### config.mk
export PLATFORM = sky130hd
export DESIGN_NAME = skp_out
export DESIGN_NICKNAME = d
export VERILOG_FILES = /design/src/rtl/skp_pkg.sv /design/src/rtl/skp_out.sv
export SDC_FILE = /design/constraint.sdc
export NUM_CORES = 1
export LEC_CHECK = 0
export CAP_MARGIN = 0
export CORE_ASPECT_RATIO = 1.75
export CORE_MARGIN = 8
export CORE_UTILIZATION = 25
export DETAILED_ROUTE_END_ITERATION = 6
export DONT_BUFFER_PORTS = 1
export GPL_ROUTABILITY_DRIVEN = 0
export GPL_TIMING_DRIVEN = 0
export PLACE_DENSITY = 0.4
export SKIP_LAST_GASP = 1
export SYNTH_ARGS = -nofsm -noshare
export SYNTH_HDL_FRONTEND = slang
export SYNTH_SLANG_ARGS = --single-unit
### constraint.sdc
create_clock -name clk -period 3.7 [get_ports clk]
set_clock_uncertainty 0.15 [all_clocks]
set_input_delay 0.185 -clock clk [delete_from_list [all_inputs] [get_ports clk]]
set_output_delay 0.185 -clock clk [all_outputs]
set_load 0.05 [all_outputs]
### src/rtl/skp_pkg.sv
package skp_pkg;

	localparam int CFG_IDX_W = 3;
	localparam int MAG_W     = 64;  // magnitude of a wrapped 64-bit difference
	localparam int DEN_W     = 76;  // 3600 * |det| fits in 76 bits
	localparam int QUO_W     = 42;  // quotient carries one extra bit for rounding
	localparam int LOW_W     = 5;   // numerator bits shifted into the divider
	localparam int DIV_STAGES = 21; // two quotient bits per stage

	typedef enum logic [CFG_IDX_W-1:0] {
		REG_CD_11 = 3'd0,
		REG_CD_12 = 3'd1,
		REG_CD_21 = 3'd2,
		REG_CD_22 = 3'd3,
		REG_REF_X = 3'd4,
		REG_REF_Y = 3'd5
	} skp_reg_t;

	// one item inside the divider pipeline
	typedef struct packed {
		logic [DEN_W-1:0] den;
		logic [DEN_W-1:0] rem_x;
		logic [DEN_W-1:0] rem_y;
		logic [QUO_W-1:0] quo_x;
		logic [QUO_W-1:0] quo_y;
		logic [LOW_W-1:0] low_x;
		logic [LOW_W-1:0] low_y;
		logic             neg_x;
		logic             neg_y;
		logic             ovf_x;
		logic             ovf_y;
		logic             singular;
		logic             last;
	} skp_div_t;

	// one restoring step: shift in a dividend bit, subtract when it fits
	function automatic void div_step(input logic [DEN_W-1:0] rem, input logic [DEN_W-1:0] den,
		input logic inbit, output logic [DEN_W-1:0] rem_n, output logic qbit);
		logic [DEN_W:0] r;
		r = {rem, inbit};
		if (r >= {1'b0, den}) begin
			rem_n = DEN_W'(r - {1'b0, den});
			qbit  = 1'b1;
		end else begin
			rem_n = r[DEN_W-1:0];
			qbit  = 1'b0;
		end
	endfunction

endpackage

### src/rtl/skp_out.sv
module skp_out import skp_pkg::*; (
	input  logic               clk,
	input  logic               arst_n,
	input  logic               in_valid,
	output logic               in_ready,
	input  skp_div_t           in_data,
	input  logic signed [31:0] ref_pixel_x,
	input  logic signed [31:0] ref_pixel_y,
	output logic               out_valid,
	input  logic               out_ready,
	output logic [31:0]        pixel_x,
	output logic [31:0]        pixel_y,
	output logic               singular,
	output logic               saturated,
	output logic               last_out
);

	localparam logic [QUO_W-1:0] QCAP = QUO_W'(1) << (QUO_W - 1);

	logic        v_s1;
	logic [31:0] px_w, py_w;
	logic        satx_w, saty_w;

	function automatic logic [32:0] axis(input logic [QUO_W-1:0] quo, input logic ovf,
		input logic neg, input logic signed [31:0] refp);
		logic [QUO_W-1:0]   q;
		logic signed [43:0] delta, sum;
		logic               sat;
		logic [31:0]        res;
		// round half up on the extra quotient bit, cap at 2^41
		q     = ovf ? QCAP : ({1'b0, quo[QUO_W-1:1]} + QUO_W'(quo[0]));
		delta = neg ? -$signed(44'(q)) : $signed(44'(q));
		sum   = 44'(refp) + delta;
		sat   = 1'b0;
		res   = sum[31:0];
		if (sum > 44'sd2147483647) begin
			res = 32'h7fff_ffff;
			sat = 1'b1;
		end else if (sum < -44'sd2147483648) begin
			res = 32'h8000_0000;
			sat = 1'b1;
		end
		return {sat, res};
	endfunction

	assign in_ready = !v_s1 || out_ready;

	always_comb begin
		{satx_w, px_w} = axis(in_data.quo_x, in_data.ovf_x, in_data.neg_x, ref_pixel_x);
		{saty_w, py_w} = axis(in_data.quo_y, in_data.ovf_y, in_data.neg_y, ref_pixel_y);
	end

	always_ff @(posedge clk or negedge arst_n) begin
		if (!arst_n) begin
			v_s1 <= 1'b0;
		end else if (in_ready) begin
			v_s1 <= in_valid;
		end
	end

	always_ff @(posedge clk) begin
		if (in_ready) begin
			pixel_x   <= in_data.singular ? 32'd0 : px_w;
			pixel_y   <= in_data.singular ? 32'd0 : py_w;
			singular  <= in_data.singular;
			saturated <= !in_data.singular && (satx_w || saty_w);
			last_out  <= in_data.last;
		end
	end

	assign out_valid = v_s1;

endmodule

==> results.md <==
* Status: finished, violations left
* Failing checks: negative setup slack
* Reg-to-Reg Start: out_valid
* Leak at 0.00619 uW
* Max frequency at 0.159 GHz
* Area of the multi-input gates at 0.0117 mm2
* Slowest cell on the critical path: or4_4
* Drt total wl at 59,600 um
* DRT iter0 DRCs at 647
* Reg2reg path depth at 2
* Startpoint Class: primary input
* Fin Hold WS at 0.0303 ns
* Dominant synthesized flop cell: edfxtp_1
* Filler cells at 5,459
* Fin nets at 2,328
* Clk root buf: clkbuf_16
* Vias at 13,759
* Power per cell area at 363 mW/mm2
* Worst R2R End: pixel_y[6]
* First-pass GRT wire length at 86,100 um
* Critical path peak fanout at 7
* Worst slew pin tran at 1.33 ns
* Met2 Resource Use GR at 37.0%
* Final setup vio count at 65
* Vias per cell at 5.49
* Worst vdd ir at 0.250 mV
* Area growth syn-to-layout at 31.2%
* Drt drc at 0
* Detail Placement HPWL at 48,300 um
* Min-delay src: ref_pixel_y[0]
* FF+latch area at 0.00204 mm2
* Io pins at 465
* Initial Utilization at 25.3%
* Htree depth at 3
* Commonest non-fill, non-tap cell in the layout: nand2_1
* Setup_tns at -163.00 ns
* IO buf count at 0
* CP arrival at 6.20 ns
* Post-DRT Antenna Nets at 0
* Switching power of the nets at 2990 uW
* Non-Filler Instances at 2,505
* Yosys warns at 0
* Fin worst setup slack at -2.59 ns
* Initial antenna violation count at 1
* CTS tree: done
* N_diodes at 0
* Clk pwr share at 17.9%
* Final slew viol count at 0
* Critical path endpoint category: register
* Number of synthesized flops with an enable pin at 67
* Seq/Total Area, Yosys at 16.0%
* Reg power frac at 29.4%
* Synth Instances at 1,729
* GRT Overall Usage at 19.2%
* Internal power at 3080 uW
* Vias in the first global route at 14,125
* Layout cell share with drive strength beyond 1 at 22.0%
* Die area at 0.0587 mm2
* Worst Path Required at 3.61 ns
* Critical Path Source: in_data[58]
* Sw frac at 49.2%
* Global-route met1 utilization at 17.5%
* Asr flop ratio synth at 1.47%
* Synth cell types at 87
* Clock Pin Slew Worst Setup and Hold Paths at 0.07 ns
* Commonest cells after routing, fill and taps aside: 165 x nand2_1, 130 x nor2_1, 129 x xnor2_1
* Flop2flop setup slack at 1.83 ns
* #FFs+latches synth at 68
* Post-synthesis instance area at 0.0127 mm2
* GRT busiest layer: met2
* Post-Syn Area per Cell at 7.37 um2
* Clk Latency, worst-skew pair at 0.36 ns
* Rows at 109
* Logic gate share of total power at 52.7%
* Routed len/inst at 23.8 um
* Post-route clock period utilization at 170%
* Die width at 187 um
* Met3 Use GR at 6.21%
* CORE AREA at 0.0505 mm2
* GRT overflow at 0
* Hold Path Sink: pixel_y[0]
* Worst path max stage delay at 0.61 ns
* # Max-Cap Violations at 0
* CTS buffer count at 9
* Hold Path Stages at 2
* Min cycle time layout at 6.29 ns
* Hold crit path type: in2reg
* Clock sink total at 68
* Critical path class: in2reg
* Placed Cells at 2,396
* Post-Syn Nets at 2,223
* Largest net degree at the start of global routing at 52
* Chip height at 315 um
* Largest buffer count on any clock path at 2
* Iteration count of the initial detailed-routing pass at 5
* Final hold vios at 0
* RSZ-0062 raised after global routing: yes
* Slew margin rel. at 11.5%
-- cells in the mapped netlist, types with 14 or more instances --
master,number,share of area (%)
ha_1,96,9.4
o31ai_1,20,1.2
o211ai_1,18,1.1
or2_2,14,0.69
nor4_1,25,1.2
or3_1,24,1.2
and3_1,19,0.93
a31oi_1,20,0.98
o21ai_0,117,4.6
nand2b_1,21,1.0
nand4_1,53,2.6
clkbuf_1,76,2.2
nor2b_1,15,0.74
nand3_1,50,2.0
xor2_1,72,4.9
edfxtp_1,67,16
nor3_1,46,1.8
xnor2_1,141,9.7
a21o_1,63,3.7
o21a_1,20,1.2
o22ai_1,28,1.4
nand2_1,170,5.0
nor2_1,141,4.2
inv_1,43,1.3
a21oi_1,135,5.3
buf_2,16,0.63
o21bai_1,16,0.94
-- cell families after synthesis --
| logic type | synth area share [%] |
|---|---|
| muxes | 0.903 |
| DFF | 16.0 |
| xor gates and xnor gates | 14.6 |
| AOI/OAI and AO/OA | 28.1 |
| buffers and inverters | 4.60 |
| and+or+nand+nor | 26.1 |
| adders and majority gates | 9.74 |
-- through the flow --
stage                     setup WS [ns]  cell area, um2  power, uW  utilization, %
final                             -2.59           16700       6070            33.1
after global routing              -2.80           16700       6420            33.1
after CTS                         -2.78           15800       5870            31.3
after detailed placement          -5.04           14000       4310            27.7
after global placement            -5.06           13900       4320            27.6
after floorplan                   -2.34           13100       3550               -
-- layer usage --
layer / wire length, um / part of all wire [%]
met5: 9 / 0.015
met4: 3340 / 5.6
met3: 4480 / 7.5
met2: 31600 / 53
met1: 20200 / 34
-- power groups by stage --
stage / clock network (uW) / registers, uW / logic, uW
final: 1090 / 1780 / 3200
after global routing: 1140 / 1810 / 3470
after CTS: 1120 / 1790 / 2960
after detailed placement: 0 / 1800 / 2510
after global placement: 0 / 1820 / 2510
after floorplan: 0 / 1680 / 1870
-- worst max path at each step --
stage / to / slack (ns)
2_1_floorplan: pixel_y[26] / -2.34
3_5_place_dp: pixel_y[1] / -5.04
6_report: pixel_x[6] / -2.59
5_1_grt: pixel_y[0] / -2.80
4_1_cts: pixel_y[21] / -2.78
3_3_place_gp: pixel_y[1] / -5.06
-- sequential cells by signal (all words and copies together) (netlist names) --
signal and count:
pixel_x 32, saturated 1, last_out 1, out_valid 1, singular 1, pixel_y 32
-- what timing repair did --
| action | CTS | global route |
|---|---|---|
| hold buffers | 5 | 0 |
| gates cloned | 3 | 2 |
| setup endpoints to repair | 65 | 65 |
| buffers inserted | 60 | 39 |
| gates resized for setup | 172 | 144 |
| pin swaps | 47 | 72 |
| endpoints found under the hold margin | 4 | 0 |
-- final cells by class --
type / count / area share (%)
clock buffers: 9 / 1.35
multi-input cells: 1515 / 70.2
inverters: 43 / 0.980
plain buffers: 90 / 3.79
repair buffers: 107 / 5.79
well taps: 666 / 4.98
flip-flops and latches: 68 / 12.2
clock inverters: 7 / 0.733
-- critical path, delay by kind of cell --
kind            cells  cell delay, ns
simple gates       12            3.43
buf+inv             1            0.21
compound gates      7            1.45
fa+ha+maj           3            0.65
xor+xnor            2            0.23
(Power assumes the default switching activity.)
