--- src/rtl/skp_pkg.sv ---
package skp_pkg;

	localparam int CFG_IDX_W = 3;
	localparam int MAG_W     = 64;  // magnitude of a wrapped 64-bit difference
	localparam int DEN_W     = 76;  // 3600 * |det| fits in 76 bits
	localparam int QUO_W     = 42;  // quotient carries one extra bit for rounding
	localparam int LOW_W     = 5;   // numerator bits shifted into the divider
	localparam int DIV_STAGES = 21; // two quotient bits per stage

	typedef enum logic [CFG_IDX_W-1:0] {
		REG_CD_11 = 3'd0,
		REG_CD_12 = 3'd1,
		REG_CD_21 = 3'd2,
		REG_CD_22 = 3'd3,
		REG_REF_X = 3'd4,
		REG_REF_Y = 3'd5
	} skp_reg_t;

	// one item inside the divider pipeline
	typedef struct packed {
		logic [DEN_W-1:0] den;
		logic [DEN_W-1:0] rem_x;
		logic [DEN_W-1:0] rem_y;
		logic [QUO_W-1:0] quo_x;
		logic [QUO_W-1:0] quo_y;
		logic [LOW_W-1:0] low_x;
		logic [LOW_W-1:0] low_y;
		logic             neg_x;
		logic             neg_y;
		logic             ovf_x;
		logic             ovf_y;
		logic             singular;
		logic             last;
	} skp_div_t;

	// one restoring step: shift in a dividend bit, subtract when it fits
	function automatic void div_step(input logic [DEN_W-1:0] rem, input logic [DEN_W-1:0] den,
		input logic inbit, output logic [DEN_W-1:0] rem_n, output logic qbit);
		logic [DEN_W:0] r;
		r = {rem, inbit};
		if (r >= {1'b0, den}) begin
			rem_n = DEN_W'(r - {1'b0, den});
			qbit  = 1'b1;
		end else begin
			rem_n = r[DEN_W-1:0];
			qbit  = 1'b0;
		end
	endfunction

endpackage

--- src/rtl/skp_div_stage.sv ---
module skp_div_stage import skp_pkg::*; #(
	parameter int BIT_HI = 41
) (
	input  logic     clk,
	input  logic     arst_n,
	input  logic     in_valid,
	output logic     in_ready,
	input  skp_div_t in_data,
	output logic     out_valid,
	input  logic     out_ready,
	output skp_div_t out_data
);

	localparam int BIT_LO = BIT_HI - 1;

	logic     v_s1;
	skp_div_t dat_s1, nxt;
	logic [DEN_W-1:0] rx_a, ry_a;
	logic qx_a, qy_a, qx_b, qy_b, ibx_a, iby_a, ibx_b, iby_b;

	assign in_ready = !v_s1 || out_ready;

	always_comb begin
		// dividend bits below the numerator's low five are zero
		ibx_a = (BIT_HI >= 37) ? in_data.low_x[3'(BIT_HI - 37)] : 1'b0;
		iby_a = (BIT_HI >= 37) ? in_data.low_y[3'(BIT_HI - 37)] : 1'b0;
		ibx_b = (BIT_LO >= 37) ? in_data.low_x[3'(BIT_LO - 37)] : 1'b0;
		iby_b = (BIT_LO >= 37) ? in_data.low_y[3'(BIT_LO - 37)] : 1'b0;
		nxt = in_data;
		div_step(in_data.rem_x, in_data.den, ibx_a, rx_a, qx_a);
		div_step(in_data.rem_y, in_data.den, iby_a, ry_a, qy_a);
		div_step(rx_a, in_data.den, ibx_b, nxt.rem_x, qx_b);
		div_step(ry_a, in_data.den, iby_b, nxt.rem_y, qy_b);
		nxt.quo_x = {in_data.quo_x[QUO_W-3:0], qx_a, qx_b};
		nxt.quo_y = {in_data.quo_y[QUO_W-3:0], qy_a, qy_b};
	end

	always_ff @(posedge clk or negedge arst_n) begin
		if (!arst_n) begin
			v_s1 <= 1'b0;
		end else if (in_ready) begin
			v_s1 <= in_valid;
		end
	end

	always_ff @(posedge clk) begin
		if (in_ready) dat_s1 <= nxt;
	end

	assign out_valid = v_s1;
	assign out_data  = dat_s1;

endmodule

--- config.mk ---
export PLATFORM = sky130hd
export DESIGN_NAME = skp_div_stage
export DESIGN_NICKNAME = d
export VERILOG_FILES = /design/src/rtl/skp_pkg.sv /design/src/rtl/skp_div_stage.sv
export SDC_FILE = /design/constraint.sdc
export NUM_CORES = 1
export LEC_CHECK = 0
export BUFFER_PORTS_ARGS = -buffer_cell sky130_fd_sc_hd__clkbuf_2
export CELL_PAD_IN_SITES_DETAIL_PLACEMENT = 1
export CELL_PAD_IN_SITES_GLOBAL_PLACEMENT = 2
export CORE_AREA = 2 2 257 259
export CTS_CLUSTER_SIZE = 30
export DETAILED_ROUTE_END_ITERATION = 8
export DIE_AREA = 0 0 259 261
export HOLD_SLACK_MARGIN = 0.03
export PLACE_DENSITY_LB_ADDON = 0.08
export SLEW_MARGIN = 20
export SYNTH_ARGS = -nofsm -noshare
export SYNTH_HDL_FRONTEND = slang
export SYNTH_SLANG_ARGS = --single-unit
--- constraint.sdc ---
create_clock -name clk -period 7.4 [get_ports clk]
set_clock_uncertainty 0.2 [all_clocks]
set_input_delay 0.37 -clock clk [delete_from_list [all_inputs] [get_ports clk]]
set_output_delay 0.37 -clock clk [all_outputs]
set_load 0.005 [all_outputs]
==> results of run 1 <==
## Yosys cell counts
cell type,number
nand2b_4,1
dfrtp_1,1
nand2b_2,1
buf_4,8
edfxtp_1,320
conb_1,1
## flip-flops by register name (all words and copies together) (netlist names)
register and cells:
out_data 320, out_valid 1
## kinds of logic (layout without fill, tap and decap cells)
family | count (synthesis) | count (layout) | synth area share
buffers and inverters | 8 | 1045 | 0.00618
DFF | 321 | 321 | 0.991
other | 1 | 6 | 0.000386
and+or+nand+nor | 2 | 2 | 0.00232
## metal layers
| layer | vias to the layer above | share of wire | track usage |
|---|---|---|---|
| li1 | 3373 | - | - |
| met1 | 3572 | 0.33 | 0.106 |
| met2 | 312 | 0.56 | 0.214 |
| met3 | 63 | 0.078 | 0.0377 |
| met4 | 2 | 0.024 | 0.0371 |
| met5 | - | 0.00036 | 0 |
## critical path, stage by stage (launching register included)
cell,delay (ps)
dfrtp_1,410
nand2b_4,430
buf_12,580
## cell usage in the layout (no fill, tap or decap), types with 2 or more instances in the layout
cell type and count:
clkinv_1 7, conb_1 6, edfxtp_1 320, dlygate4sd3_1 323, clkinv_2 7, clkbuf_2 647
clkbuf_1 11, buf_12 2, bufinv_16 2, clkbuf_16 45
## through the flow
step           worst slack, ps  utilization  cells  hold WS, ps
6_report                  5030        0.285   2238          329
5_1_grt                   4930        0.285   2238          298
4_1_cts                   5060        0.285   2238          276
3_5_place_dp              4980        0.216   1842        -51.3
3_3_place_gp              5000        0.216   1842        -53.4
2_1_floorplan             4120            -    337         -126
## layout make-up
type	count	area (um2)	share of cell area
Clock buffer	56	1170	0.0629
Clock inverter	17	129	0.00694
Multi-Input combinational cell	8	45.0	0.00243
Tap cell	864	1080	0.0582
Timing Repair Buffer	972	6510	0.351
Sequential cell	321	9630	0.519
## report_power, final
part	switching, mW	internal [mW]	leakage [nW]
sequential	0.0338	2.16	3.23
clock	0.786	1.17	0.634
combinational	0.202	0.251	4.09
## worst paths after layout
check,to,from,slack (ps),depth (start not counted)
max,out_data[290],out_valid,5030,2
min,out_data[322],in_data[322],330,2
max reg2reg,out_data[290],out_valid,5030,2
min reg2reg,out_data[30],out_valid,800,1
max in group asynchronous,out_valid,arst_n,6410,3
min in group asynchronous,out_valid,arst_n,490,3
## repair_timing
| item | in CTS | in global routing |
|---|---|---|
| buffers inserted | 0 | 0 |
| hold buffers | 323 | 0 |
| endpoints found under the setup margin | 0 | 0 |
| endpoints found under the hold margin | 322 | 0 |
==> impl_metrics.yaml, run 1 <==
timing:
  fmax_mhz: 422
  layout_min_cycle_time_ps: 2370
  setup_tns_ps: 0
  maxSlewViolCount: 0
  hold_violations: 0
  finalSetupViolations: 0
  worst_pin_slew_ps: 1080
  maxSlewHeadroom: 0.278
  fin_crit_sh: 0.320
  rsz0062_at_grt: "false"
routing:
  wl_mm: 38.9
  drc: 0
  viasPerCell: 3.27
  drt_iter0_drc: 219
  antenna_left: 0
  vias: 7322
  wire_per_inst_um: 17.4
  first_pass_iters: 4
clocking:
  htreeDepth: 2
  cts_sinks: 321
  post_cts_resized: 0
  cts_buffer_depth: 3
  clkTransAtPathRegs_ps: 50
  clk_latency_ps: 540
  cts_buffers: 43
  cts-root-buf: "clkbuf_16"
  cts_tree: "yes"
floorplan:
  core_area_mm2: 0.0650
  die_w_um: 259
  rows: 94
  die_height_um: 261
  io_pins: 662
  initial_core_util: 0.149
  dieArea_mm2: 0.0676
power_and_ir_drop:
  power.leakage_nw: 7.95
  p_per_area_mw_per_mm2: 248
  peakVddDrop_mv: 0.142
  power_mw: 4.60
synthesis:
  yosysUniqueCellTypes: 6
  syn-instance-count: 332
  synth_area_leaders: "edfxtp_1 99%, buf_4 0.62%, dfrtp_1 0.26%"
  syn_area_per_cell_um2: 29.3
  netlist.area_leader.share: 0.989
  ys_ff_latch: 321
  yosys.area.top_type: "edfxtp_1"
  syn_area_mm2: 0.00972
  yosys_warnings: 0
  synth_seq_area_share: 0.991
hold_path:
  min_path_type: "input pin to flip-flop"
critical_path:
  worstSetupStartpointType: "flip-flop"
  cp.required_ps: 7360
  worstSetupEndpointType: "flip-flop"
  crit_arrival_ps: 2330
  crit_type: "flip-flop to flip-flop"
  critPathMaxFanout: 157
grt:
  grt_use_total: 0.109
  grt_max_degree: 158
  grt_pass1_wl_mm: 53.6
  grt_pass1_vias: 8113
  grt_remaining_overflow: 0
  antenna_found_initial: 1
job:
  drv_cap: 0
place:
  place_congestion: 0.750
  port_buffers: 647
  hpwl_mm: 29.2
  dpl_cell_area_mm2: 0.0140
finish:
  nets: 1678
  n_antenna_cell: 0
  area_growth_pct: 91.0
  layout-drive-gt1-share: 0.514
  design_area_mm2: 0.0186
  fillers: 7117
status:
  status: "finished, final reports clean"
(Power assumes the default switching activity.)
==> run 2, diff against run 1 <==
--- a/config.mk
+++ b/config.mk
@@ -8,10 +8,10 @@
 export BUFFER_PORTS_ARGS = -buffer_cell sky130_fd_sc_hd__clkbuf_2
 export CELL_PAD_IN_SITES_DETAIL_PLACEMENT = 1
 export CELL_PAD_IN_SITES_GLOBAL_PLACEMENT = 2
-export CORE_AREA = 2 2 257 259
+export CORE_AREA = 2 2 258 260
 export CTS_CLUSTER_SIZE = 30
 export DETAILED_ROUTE_END_ITERATION = 8
-export DIE_AREA = 0 0 259 261
+export DIE_AREA = 0 0 260 262
 export HOLD_SLACK_MARGIN = 0.03
 export PLACE_DENSITY_LB_ADDON = 0.08
 export SLEW_MARGIN = 20
==> constraint.sdc (replaced) <==
create_clock -name clk -period 2.1 [get_ports clk]
set_clock_uncertainty 0.2 [all_clocks]
set_input_delay 0.105 -clock clk [delete_from_list [all_inputs] [get_ports clk]]
set_output_delay 0.105 -clock clk [all_outputs]
set_load 0.005 [all_outputs]
==> impl_metrics.yaml, run 2 (same netlist as run 1, synthesis figures left out) <==
timing:
  setup_ws_ps: 160
  finalSetupViolations: 0
  rsz0062_at_grt: "false"
  hold_ws_ps: 74.2
  fin_crit_sh: 0.924
  setup_tns_ps: 0
  layout_min_cycle_time_ps: 1940
  hold_violations: 0
  fmax_mhz: 515
  maxSlewViolCount: 0
routing:
  wire_per_inst_um: 17.2
  first_pass_iters: 4
  drc: 0
  vias: 7500
  antenna_left: 0
  viasPerCell: 3.26
  drt_iter0_drc: 275
  wl_mm: 39.5
grt:
  antenna_found_initial: 4
  grt_pass1_vias: 8260
  grt_remaining_overflow: 0
  grt_max_degree: 35
  grt_pass1_wl_mm: 54.4
  grt_use_total: 0.110
critical_path:
  critPathMaxFanout: 27
  crit_type: "flip-flop to output pin"
  cp.required_ps: 1790
  crit_arrival_ps: 1640
  worstSetupEndpointType: "output pin"
  worstSetupStartpointType: "flip-flop"
place:
  port_buffers: 647
  dpl_cell_area_mm2: 0.0143
  place_congestion: 0.755
  place_inst: 1857
  hpwl_mm: 30.3
  pre_cts_slack_ps: 444
clocking:
  clk_latency_ps: 540
  htreeDepth: 2
  cts_buffer_depth: 3
  clkTransAtPathRegs_ps: 60
  cts-root-buf: "clkbuf_16"
  post_cts_resized: 0
  cts_sinks: 321
  cts_tree: "yes"
  cts_buffers: 41
finish:
  largest_reg_flops: 320
  instances_no_fill: 2298
  nets: 1738
  postLayoutCoreUtil: 0.294
  final_cell_mix: "647 x clkbuf_2, 369 x dlygate4sd3_1, 320 x edfxtp_1"
  mostFrequentLayoutCell: "clkbuf_2"
  layout-drive-gt1-share: 0.502
  design_area_mm2: 0.0192
  area_growth_pct: 97.6
floorplan:
  dieArea_mm2: 0.0681
  rows: 94
  die_height_um: 262
  io_pins: 662
  die_w_um: 260
  core_area_mm2: 0.0653
  initial_core_util: 0.149
power_and_ir_drop:
  power_mw: 16.0
  p_per_area_mw_per_mm2: 832
  peakVddDrop_mv: 0.461
  power.leakage_nw: 8.24
job:
  drv_cap: 0
status:
  status: "finished, final reports clean"
hold_path:
  min_path_type: "input pin to flip-flop"
## run 2: cell types whose count changed in the layout (fill, tap and decap cells not counted), sizes merged, moves of 2 or more
cell / previous run / this run
dlygate4sd3: 323 / 369
buf: 2 / 18
clkbuf: 703 / 698
diode: 0 / 2
inv: 0 / 2
## run 2: report_power, final
group          internal (mW)  leakage, nW  switching [mW]
Clock                   3.83        0.600            2.72
Combinational           1.00         4.41           0.735
Sequential              7.59         3.23           0.120
Total                   12.4         8.24            3.57
## run 2: repair_timing
action | in CTS | in global routing
hold buffers | 369 | 0
buffers inserted | 1 | 0
endpoints found under the hold margin | 352 | 0
endpoints found under the setup margin | 1 | 0
## run 2: final timing paths
path                         startpoint             to  slack, ps  cells after the start
max                           out_valid       in_ready        160                      4
min                        in_data[104]  out_data[106]         70                      2
min in group asynchronous        arst_n      out_valid        220                      3
max reg2reg                   out_valid  out_data[146]        370                      4
max in group asynchronous        arst_n      out_valid       1380                      3
min reg2reg                   out_valid  out_data[316]        640                      2
## run 2: cell type report
class / count / area (um2)
fill: 7115 / 46100
sequential: 321 / 9630
timing repair buffer: 1034 / 7230
clock buffer: 51 / 1110
tap: 864 / 1080
clock inverter: 18 / 111
multi-input combinational: 8 / 45.0
antenna: 2 / 5.00
## run 2: layer usage
metal,GRT usage,vias up,wire length [um]
li1,-,3491,-
met5,0,-,0
met1,0.104,3621,12700
met3,0.0444,60,3690
met2,0.209,328,21900
met4,0.0426,0,1190
## run 2: critical path, cell delays in order, from the launching register on
cell	delay (ps)
dfrtp_1	410
nand2b_4	100
buf_12	210
buf_12	210
clkbuf_2	130
==> run 3, diff against run 2 <==
==> constraint.sdc (replaced) <==
create_clock -name clk -period 2.1 [get_ports clk]
set_clock_uncertainty 0.2 [all_clocks]
set_input_delay 0.63 -clock clk [delete_from_list [all_inputs] [get_ports clk]]
set_output_delay 0.63 -clock clk [all_outputs]
set_load 0.005 [all_outputs]
==> impl_metrics.yaml, run 3 (same netlist as run 1, synthesis figures left out) <==
critical_path:
  r2r_slack_ps: 340
  reg2reg_depth: 4
  crit_family: "flip-flops"
  critPathBufInv: 1
  critPathMaxFanout: 2
  crit_type: "flip-flop to output pin"
  cp_slowest_stage_delay_ps: 400
  crit_path_cell_trace: "nand2b_4, buf_6"
  crit_arrival_ps: 1200
  worstSetupEndpointType: "output pin"
  slowest_stage: "dfrtp_1"
  worstSetupStartpointType: "flip-flop"
  cp.required_ps: 1270
  cp_num_cells: 2
status:
  status: "finished, final reports clean"
timing:
  rsz0062_at_grt: "true"
  fin_crit_sh: 0.966
  finalSetupViolations: 0
  hold_violations: 0
  fmax_mhz: 493
  layout_min_cycle_time_ps: 2030
  maxSlewViolCount: 0
hold_path:
  min_path_type: "input pin to flip-flop"
  hold_depth: 1
finish:
  nets: 1677
  multi_input_area_um2: 45.0
  mostFrequentLayoutCell: "clkbuf_2"
  final_cell_mix: "646 x clkbuf_2, 320 x edfxtp_1, 304 x dlygate4sd3_1"
  layout-drive-gt1-share: 0.522
  largest_reg_flops: 320
  design_area_mm2: 0.0186
  seqCellArea_mm2: 0.00963
  fillers: 7161
  area_growth_pct: 91.0
floorplan:
  io_pins: 662
  die_height_um: 262
  core_area_mm2: 0.0653
  dieArea_mm2: 0.0681
  die_w_um: 260
  rows: 94
  initial_core_util: 0.149
clocking:
  htreeDepth: 2
  cts_sinks: 321
  cts_buffers: 42
  cts_buffer_depth: 3
  cts-root-buf: "clkbuf_16"
  clk_latency_ps: 540
  clkTransAtPathRegs_ps: 60
  cts_tree: "yes"
power_and_ir_drop:
  power.leakage_nw: 7.96
  p_int_mw: 12.4
  p_per_area_mw_per_mm2: 857
  peakVddDrop_mv: 0.600
  combPwrFrac: 0.103
  power_mw: 15.9
  switching_share: 0.221
  p_clk_frac: 0.412
  net-switching-power_mw: 3.52
  p_seq_frac: 0.485
place:
  place_congestion: 0.721
  port_buffers: 647
  dpl_cell_area_mm2: 0.0143
  hpwl_mm: 30.5
routing:
  drt_iter0_drc: 255
  wire_per_inst_um: 17.6
  drc: 0
  viasPerCell: 3.24
  wl_mm: 39.5
  first_pass_iters: 4
  vias: 7251
  antenna_left: 0
job:
  drv_cap: 0
grt:
  grt_pass1_wl_mm: 53.9
  grt_use_total: 0.110
  grt_pass1_vias: 8080
  grt_remaining_overflow: 0
  grt_max_degree: 65
  antenna_found_initial: 2
==> run 3: cell count changes in the layout (fill, tap and decap cells not counted), sizes merged <==
cell	before	now
buf	18	22
bufinv	1	0
clkbuf	698	708
clkinv	15	10
dlygate4sd3	369	304
inv	2	0
==> run 3: worst paths after layout <==
path | start | end
worst max-delay path | out_valid | in_ready
worst min-delay path | in_data[100] | out_data[102]
worst max register to register | out_valid | out_data[257]
worst min register to register | out_valid | out_data[300]
max in group asynchronous | arst_n | out_valid
min in group asynchronous | arst_n | out_valid
==> run 3: timing repair <==
action	in CTS	in global routing
resized for setup	0	1
endpoints found under the hold margin	304	0
hold buffers	304	0
endpoints found under the setup margin	1	1
buffers inserted	1	0
==> run 3: power by group through the flow <==
stage	logic, mW	registers, mW	clock network (mW)
2_1_floorplan	0.129	7.94	0
3_3_place_gp	1.20	7.83	0
3_5_place_dp	1.20	7.84	0
4_1_cts	1.70	7.72	6.94
5_1_grt	1.79	7.75	7.15
6_report	1.64	7.71	6.56
==> run 3: final cells by class <==
type | count | area share
sequential | 321 | 0.519
timing repair buffer | 972 | 0.354
clock buffer | 62 | 0.0641
tap | 864 | 0.0582
multi-input combinational | 8 | 0.00243
clock inverter | 10 | 0.00216
antenna | 2 | 0.000270
==> run 3: layer usage <==
| layer | track usage | vias to the layer above | share of wire |
|---|---|---|---|
| met3 | 0.0450 | 58 | 0.092 |
| li1 | - | 3378 | - |
| met4 | 0.0338 | 0 | 0.022 |
| met2 | 0.210 | 326 | 0.56 |
| met1 | 0.106 | 3489 | 0.33 |
| met5 | 0 | - | 0 |
==> run 3: per-stage QoR <==
stage | cells | TNS [ps] | setup slack [ps] | hold WS, ps | utilization
2_1_floorplan | 337 | -462650 | -1600 | 134 | -
6_report | 2239 | 0 | 71.0 | 75.9 | 0.284
3_3_place_gp | 1860 | 0 | 88.1 | 209 | 0.219
5_1_grt | 2238 | -5.29 | -5.29 | 40.0 | 0.284
3_5_place_dp | 1860 | 0 | 108 | 206 | 0.219
4_1_cts | 2237 | 0 | 1.39 | 30.4 | 0.284
